==> src/hw/rtl/tfs_pkg.sv <==
// Package for the telemetry frame stuffer: beat types, queue entry and
// framing constants. No dependencies.
`timescale 1ns / 1ps

package tfs_pkg;

  localparam int unsigned PayloadBytes = 7;
  localparam int unsigned IdxW         = $clog2(PayloadBytes + 1);

  localparam logic [7:0] FrameDelim  = 8'h7E;
  localparam logic [7:0] EscapeByte  = 8'h7D;
  localparam logic [7:0] SubstDelim  = 8'h5E;
  localparam logic [7:0] SubstEscape = 8'h5D;
  localparam logic [7:0] ByteMask    = 8'hFF;

  // One telemetry record as it arrives.
  typedef struct packed {
    logic [7:0]  frame_header;
    logic [15:0] sensor_data_id;
    logic [31:0] payload_value;
  } rec_t;

  // One wire byte as it leaves.
  typedef struct packed {
    logic [7:0] out_byte;
    logic       frame_end;
  } beat_t;

  // A classified frame waiting for the serializer.
  typedef struct packed {
    logic [PayloadBytes-1:0][7:0] bytes;
    logic [PayloadBytes-1:0]      esc;
    logic [7:0]                   cksum;
  } entry_t;

  // Queue status seen by the front and the back.
  typedef struct packed {
    logic full;
    logic empty;
  } q_status_t;

endpackage

==> src/hw/rtl/tfs_front.sv <==
// Front part: splits a record into payload bytes, flags bytes that need
// stuffing and computes the checksum. Depends on tfs_pkg.
`timescale 1ns / 1ps

module tfs_front (
  input  logic               in_valid_i,
  output logic               in_stall_o,
  input  tfs_pkg::rec_t      in_data_i,
  input  tfs_pkg::q_status_t q_status_i,
  output logic               push_o,
  output tfs_pkg::entry_t    entry_o
);

  logic [tfs_pkg::PayloadBytes-1:0][7:0] bytes;
  logic [tfs_pkg::PayloadBytes-1:0]      esc;
  logic [10:0] total;
  logic [8:0]  fold1;
  logic [7:0]  fold2;

  // Payload order: header, then id and value low byte first.
  assign bytes[0] = in_data_i.frame_header;
  assign bytes[1] = in_data_i.sensor_data_id[7:0];
  assign bytes[2] = in_data_i.sensor_data_id[15:8];
  assign bytes[3] = in_data_i.payload_value[7:0];
  assign bytes[4] = in_data_i.payload_value[15:8];
  assign bytes[5] = in_data_i.payload_value[23:16];
  assign bytes[6] = in_data_i.payload_value[31:24];

  // Flag bytes that collide with the delimiter or the escape byte.
  always_comb begin
    for (int i = 0; i < tfs_pkg::PayloadBytes; i++) begin
      esc[i] = (bytes[i] == tfs_pkg::FrameDelim) ||
               (bytes[i] == tfs_pkg::EscapeByte);
    end
  end

  // The end-around-carry sum equals the plain sum folded twice.
  always_comb begin
    total = '0;
    for (int i = 0; i < tfs_pkg::PayloadBytes; i++) begin
      total = total + {3'b000, bytes[i]};
    end
    fold1 = {1'b0, total[7:0]} + {6'b000000, total[10:8]};
    fold2 = fold1[7:0] + {7'b0000000, fold1[8]};
  end

  assign entry_o.bytes = bytes;
  assign entry_o.esc   = esc;
  assign entry_o.cksum = tfs_pkg::ByteMask - fold2;

  assign in_stall_o = q_status_i.full;
  assign push_o     = in_valid_i && !q_status_i.full;

endmodule

==> src/hw/rtl/tfs_queue.sv <==
// Short queue of classified frames between the front and the back.
// Depends on tfs_pkg.
`timescale 1ns / 1ps

module tfs_queue #(
  parameter int unsigned Depth = 2
) (
  input  logic               clk_i,
  input  logic               rst_ni,
  input  logic               push_i,
  input  tfs_pkg::entry_t    entry_i,
  input  logic               pop_i,
  output tfs_pkg::entry_t    head_o,
  output tfs_pkg::q_status_t status_o
);

  localparam int unsigned PtrW = (Depth > 1) ? $clog2(Depth) : 1;
  localparam int unsigned CntW = $clog2(Depth + 1);

  tfs_pkg::entry_t mem_q [Depth];
  logic [PtrW-1:0] wr_ptr_q, wr_ptr_d;
  logic [PtrW-1:0] rd_ptr_q, rd_ptr_d;
  logic [CntW-1:0] count_q, count_d;

  // Pointer and fill count updates.
  always_comb begin
    wr_ptr_d = wr_ptr_q;
    rd_ptr_d = rd_ptr_q;
    count_d  = count_q;
    if (push_i) begin
      wr_ptr_d = (wr_ptr_q == PtrW'(Depth - 1)) ? '0 : wr_ptr_q + 1'b1;
    end
    if (pop_i) begin
      rd_ptr_d = (rd_ptr_q == PtrW'(Depth - 1)) ? '0 : rd_ptr_q + 1'b1;
    end
    if (push_i && !pop_i) begin
      count_d = count_q + 1'b1;
    end else if (pop_i && !push_i) begin
      count_d = count_q - 1'b1;
    end
  end

  always_ff @(posedge clk_i or negedge rst_ni) begin
    if (!rst_ni) begin
      wr_ptr_q <= '0;
      rd_ptr_q <= '0;
      count_q  <= '0;
    end else begin
      wr_ptr_q <= wr_ptr_d;
      rd_ptr_q <= rd_ptr_d;
      count_q  <= count_d;
    end
  end

  // Entry storage holds the payload bytes, escape flags and checksum of each frame.
  always_ff @(posedge clk_i) begin
    if (push_i) begin
      mem_q[wr_ptr_q] <= entry_i;
    end
  end

  assign head_o         = mem_q[rd_ptr_q];
  assign status_o.full  = (count_q == CntW'(Depth));
  assign status_o.empty = (count_q == '0);

endmodule

==> src/hw/rtl/tfs_back.sv <==
// Back part: walks the head frame one wire byte per beat, inserting
// escape pairs, and ends with the checksum. Depends on tfs_pkg.
`timescale 1ns / 1ps

module tfs_back (
  input  logic               clk_i,
  input  logic               rst_ni,
  input  tfs_pkg::entry_t    head_i,
  input  tfs_pkg::q_status_t q_status_i,
  output logic               pop_o,
  output logic               out_valid_o,
  input  logic               out_stall_i,
  output tfs_pkg::beat_t     out_data_o
);

  localparam logic [tfs_pkg::IdxW-1:0] LastIdx = tfs_pkg::IdxW'(tfs_pkg::PayloadBytes);

  logic [tfs_pkg::IdxW-1:0] idx_q, idx_d;
  logic                     sub_q, sub_d;
  logic                     out_valid_q, out_valid_d;
  tfs_pkg::beat_t           out_q, out_d;
  logic                     adv;
  logic [7:0]               cur_byte;
  logic                     cur_esc;

  // The output register moves when it is empty or its beat is taken.
  assign adv = !out_valid_q || !out_stall_i;

  always_comb begin
    cur_byte = '0;
    cur_esc  = 1'b0;
    for (int i = 0; i < tfs_pkg::PayloadBytes; i++) begin
      if (idx_q == tfs_pkg::IdxW'(i)) begin
        cur_byte = head_i.bytes[i];
        cur_esc  = head_i.esc[i];
      end
    end
  end

  // Pick the next wire byte of the head frame.
  always_comb begin
    idx_d       = idx_q;
    sub_d       = sub_q;
    out_valid_d = out_valid_q;
    out_d       = out_q;
    pop_o       = 1'b0;
    if (adv) begin
      out_valid_d = !q_status_i.empty;
      if (!q_status_i.empty) begin
        if (idx_q == LastIdx) begin
          out_d.out_byte  = head_i.cksum;
          out_d.frame_end = 1'b1;
          idx_d           = '0;
          pop_o           = 1'b1;
        end else if (cur_esc && !sub_q) begin
          out_d.out_byte  = tfs_pkg::EscapeByte;
          out_d.frame_end = 1'b0;
          sub_d           = 1'b1;
        end else if (cur_esc) begin
          out_d.out_byte  = (cur_byte == tfs_pkg::FrameDelim) ? tfs_pkg::SubstDelim
                                                               : tfs_pkg::SubstEscape;
          out_d.frame_end = 1'b0;
          sub_d           = 1'b0;
          idx_d           = idx_q + 1'b1;
        end else begin
          out_d.out_byte  = cur_byte;
          out_d.frame_end = 1'b0;
          idx_d           = idx_q + 1'b1;
        end
      end
    end
  end

  always_ff @(posedge clk_i or negedge rst_ni) begin
    if (!rst_ni) begin
      idx_q       <= '0;
      sub_q       <= 1'b0;
      out_valid_q <= 1'b0;
    end else begin
      idx_q       <= idx_d;
      sub_q       <= sub_d;
      out_valid_q <= out_valid_d;
    end
  end

  always_ff @(posedge clk_i) begin
    out_q <= out_d;
  end

  assign out_valid_o = out_valid_q;
  assign out_data_o  = out_q;

endmodule

==> src/hw/rtl/telemetry_frame_stuffer.sv <==
// Telemetry frame stuffer: one record in, 8 to 15 stuffed wire beats out.
// The first beat of a frame passes through the queue and then the output register of the back serializer.
// The back serializer sends one beat per cycle while a frame is queued and the output is not stalled.
// The queue takes further records while a frame is still being sent.
// Reset clears queue pointers and fill count, serializer index, escape flag and
// output valid; the data registers are not reset.
`timescale 1ns / 1ps

module telemetry_frame_stuffer #(
  parameter int unsigned QueueDepth = 2
) (
  input  logic           clk_i,
  input  logic           rst_ni,
  input  logic           in_valid_i,
  output logic           in_stall_o,
  input  tfs_pkg::rec_t  in_data_i,
  output logic           out_valid_o,
  input  logic           out_stall_i,
  output tfs_pkg::beat_t out_data_o
);

  tfs_pkg::entry_t    push_entry;
  tfs_pkg::entry_t    head_entry;
  tfs_pkg::q_status_t q_status;
  logic               push;
  logic               pop;

  // Classify records and compute checksums.
  tfs_front u_front (
    .in_valid_i (in_valid_i),
    .in_stall_o (in_stall_o),
    .in_data_i  (in_data_i),
    .q_status_i (q_status),
    .push_o     (push),
    .entry_o    (push_entry)
  );

  // Frames waiting to be sent.
  tfs_queue #(
    .Depth (QueueDepth)
  ) u_queue (
    .clk_i    (clk_i),
    .rst_ni   (rst_ni),
    .push_i   (push),
    .entry_i  (push_entry),
    .pop_i    (pop),
    .head_o   (head_entry),
    .status_o (q_status)
  );

  // Serialize the head frame.
  tfs_back u_back (
    .clk_i       (clk_i),
    .rst_ni      (rst_ni),
    .head_i      (head_entry),
    .q_status_i  (q_status),
    .pop_o       (pop),
    .out_valid_o (out_valid_o),
    .out_stall_i (out_stall_i),
    .out_data_o  (out_data_o)
  );

endmodule

==> config.mk <==
export PLATFORM = sky130hd
export DESIGN_NAME = telemetry_frame_stuffer
export DESIGN_NICKNAME = d
export VERILOG_FILES = /design/src/hw/rtl/tfs_pkg.sv /design/src/hw/rtl/tfs_front.sv /design/src/hw/rtl/tfs_queue.sv /design/src/hw/rtl/tfs_back.sv /design/src/hw/rtl/telemetry_frame_stuffer.sv
export SDC_FILE = /design/constraint.sdc
export NUM_CORES = 1
export LEC_CHECK = 0
export BUFFER_PORTS_ARGS = -buffer_cell sky130_fd_sc_hd__buf_2
export CAP_MARGIN = 10
export CELL_PAD_IN_SITES_DETAIL_PLACEMENT = 1
export CELL_PAD_IN_SITES_GLOBAL_PLACEMENT = 2
export CORE_MARGIN = 2
export CORE_UTILIZATION = 40
export CTS_BUF_LIST = sky130_fd_sc_hd__clkbuf_4 sky130_fd_sc_hd__clkbuf_8
export DETAILED_ROUTE_END_ITERATION = 10
export PLACE_DENSITY_LB_ADDON = 0.1
export SLEW_MARGIN = 20
export SYNTH_ARGS = -nofsm -noshare
export SYNTH_HDL_FRONTEND = slang
export SYNTH_SLANG_ARGS = --single-unit
==> constraint.sdc <==
create_clock -name clk_i -period 4.2 [get_ports clk_i]
set_clock_uncertainty 0.15 [all_clocks]
set_input_delay 0.84 -clock clk_i [delete_from_list [all_inputs] [get_ports clk_i]]
set_output_delay 0.84 -clock clk_i [all_outputs]
set_load 0.1 [all_outputs]
==> run summary <==
The tool flagged a number of max-cap violations equal to 0. The critical path is of the in2reg type. The final worst-path setup slack came out at -1990 ps. The final period demand of the worst path is around 6200 ps. The first global-routing pass estimated 33.4 mm of wire. The data required time of the critical path came out at about 4300 ps. The H-tree depth reported by CTS came out at 4. The row count came out at 53. The area growth from synthesis to layout is 24.8%.

The type of destination of the critical path is a register. Summed over all instances, the cell type with the most area after synthesis is edfxtp_1. The final sum of negative setup slack came out at -30530 ps. The number of antenna violations at the first check in global routing came out at 0.

Routability-driven placement finished with a final weighted congestion of just under 0.8. The count of mapped cells out of synthesis came out at between 600 and 700. The path class of the tightest hold or removal check is in2async. Yosys mapped a number of flops with a built-in enable equal to 151.

The DRC violation count after routing came out at 0. The number of buffers and inverters on the critical path is 3. The non-filler instance count after layout is 1070. In the post-synthesis netlist, the cell with the most instances is edfxtp_1. The number of cells after detailed placement is between 1000 and 1500. The cell sitting at the root of the clock tree is a clkbuf_8. The share of post-route cells with drive strength above 1 came out at approximately 35%. After the last flow step, the layout net total stands at 907. The vias after detailed routing came out at 5407. The number of endpoints failing setup at the final stage came out at 16. The total number of clock tree sinks is 160. A synthesized cell averages 14.0 µm². Before antenna repair, the detailed router went through 5 iterations. The die area is 0.0222 mm². The total congestion overflow after global routing came out at 0.

The family with the most delay on the worst path is adder cells. Timing would allow up to about 0.16 GHz. The floorplan step set the die width to approximately 150 µm. For this design, the CTS-stage hold fixing added 0 buffers. Counting the buffers created by CTS gives 17. TritonCTS built the clock tree.

The clock transition time at the flip-flop clock pins of the worst setup and hold paths is ~80 ps. Once the floorplan was initialized, standard cells occupied between 40% and 50% of the core. The first routing iteration left between 300 and 400 violations. The number of hold violations in the final report is 0. The final number of max-transition violations is 0. The height of the die came out at between 100 and 150 µm. The biggest fanout along the worst timing path is 4.

In the synthesized netlist the dominant register cell turns out to be edfxtp_1. The maximum root-to-sink buffer count is 2. Data on the critical path arrives at its endpoint at between 6000 and 7000 ps. The run finished, with violations left. The largest net degree at the start of global routing came out at 72. The via count of the first global-routing pass is roughly 5900. The number of different library cells in the post-synthesis netlist came out at 47. The part of the cycle the worst path needs came out at 147%. The area share of the largest cell type after synthesis is a little over half. By count the netlist is led by edfxtp_1 (151), inv_1 (78), mux2i_1 (57).

The net count after synthesis is 726. The count of input and output buffers came out at 70. The delay of the slowest critical-path stage is approximately 560 ps.

The routed length per instance came out at roughly 20 µm. The sequential cell area fraction in the yosys report came out at 56.5%. Yosys attributes the largest share of cell area to edfxtp_1 (54%), fa_1 (8.1%), mux2i_1 (6.8%). The floorplan step defined a core boundary enclosing about 0.021 mm². 71 I/O pins were placed. The largest individual stage delay along the critical path comes from the cell fa_1. The total routed wirelength came out at between 20 and 25 mm. The relative slew slack came out at ~32%. The post-synthesis instance area came out at between 0.008 and 0.009 mm².

Setup repair after global routing could not meet its margin everywhere. The post-synthesis register bit count is 160. At the end of the flow the core is filled with cells to between 50% and 60%. The number of warning messages in the yosys log is 0. The tightest hold path in the finished design has a slack of around 64 ps. The final reports fail on negative setup slack.

The clock latency of the later-clocked register in the worst-skew pair is between 400 and 500 ps. 0 antenna diodes ended up in the layout. The final antenna-violating net count came out at 0. After synthesis, the share of flip-flops with an asynchronous set or reset is under 10%. The element type at the critical path start is a primary input. The slew at the pin closest to its max-slew limit came out at 1020 ps. Dividing the detail-routed via count by the number of cells gives roughly 5.1.

The combined global-route utilization of all metal layers came out at between 20 and 25%. The half-perimeter wire length after detailed placement is 16.8 mm.
-- kinds of logic (layout without fill, tap and decap cells) --
logic type                 Yosys count  in the layout  synth area share (%)
DFF                                160            160                  56.5
AOI/OAI and AO/OA                   97             97                  7.85
buffers and inverters               96            290                  5.32
muxes                               73             73                  8.92
and+or+nand+nor                     73             73                  4.83
adders and majority gates           65             65                  12.7
xor gates and xnor gates            37             37                  3.85
-- state kept, by name, indices dropped and copies added (netlist names) --
name	count
u_queue.count_q	2
u_queue.mem_q	142
u_queue.rd_ptr_q	1
u_back.out_valid_o	1
u_queue.wr_ptr_q	1
u_back.out_data_o	9
u_back.sub_q	1
u_back.idx_q	3
-- final timing paths --
path	cells past startpoint	end	startpoint	slack (ps)
worst max-delay path	27	u_queue.mem_q[1][7]	in_data_i[48]	-1990
max in group asynchronous	1	u_queue.rd_ptr_q	rst_ni	3640
worst min register to register	2	u_back.out_valid_o	u_back.out_valid_o	340
worst min-delay path	1	u_back.idx_q[0]	rst_ni	60
worst max register to register	9	u_back.out_data_o[1]	u_back.idx_q[1]	630
min in group clk_i	2	u_back.out_valid_o	u_back.out_valid_o	340
-- final cells by class --
cell class                 count  area (µm²)
clock buffer                  18         241
clock inverter                14         133
fill                        2194       10300
inverter                      78         293
multi-input combinational    345        3500
sequential                   160        4760
tap                          275         344
timing repair buffer         180        1230
-- cell usage in the layout, fill, tap and decap left out, drive strengths merged, types with 2 or more instances in the layout --
| master | instances |
|---|---|
| buf | 180 |
| edfxtp | 151 |
| inv | 82 |
| mux2i | 57 |
| fa | 34 |
| xnor2 | 31 |
| ha | 31 |
| a21oi | 27 |
| clkbuf | 18 |
| mux2 | 16 |
| o21ai | 16 |
| nor2 | 15 |
| nand2 | 12 |
| o22ai | 10 |
| nand4 | 10 |
| a221oi | 10 |
| dfrtp | 9 |
| a21o | 8 |
| nor2b | 8 |
| nor4b | 7 |
| xor2 | 6 |
| o21bai | 5 |
| a2111oi | 5 |
| clkinvlp | 5 |
| nand2b | 4 |
| a22oi | 4 |
| o31a | 4 |
| clkinv | 4 |
| and2 | 3 |
| a22o | 3 |
| nand3 | 3 |
| and3 | 3 |
| o2bb2ai | 2 |
| o41ai | 2 |
| nor4 | 2 |
-- per-layer routing --
layer | up-vias | track usage, % | part of all wire, %
li1 | 2562 | - | -
met1 | 2738 | 27.4 | 46
met2 | 91 | 35.5 | 51
met3 | 16 | 3.58 | 2.8
met4 | 0 | 4.14 | 0.82
met5 | - | 0 | 0
-- metrics by stage --
step	cell area (µm²)	setup slack (ps)
after global routing	10500	-2260
after detailed placement	9850	-2670
after floorplan	8580	-2040
final	10500	-1990
after CTS	10400	-2040
after global placement	9850	-2540
-- repair_timing --
item                                    4_1_cts  5_1_grt
setup buffers                                10        7
endpoints found under the setup margin       16       16
pin swaps                                    25       15
gates resized for setup                      18       10
Power is left out: the tool's default activity adds up to more than one toggle a clock period on the data nets, which glitch-free logic cannot reach.
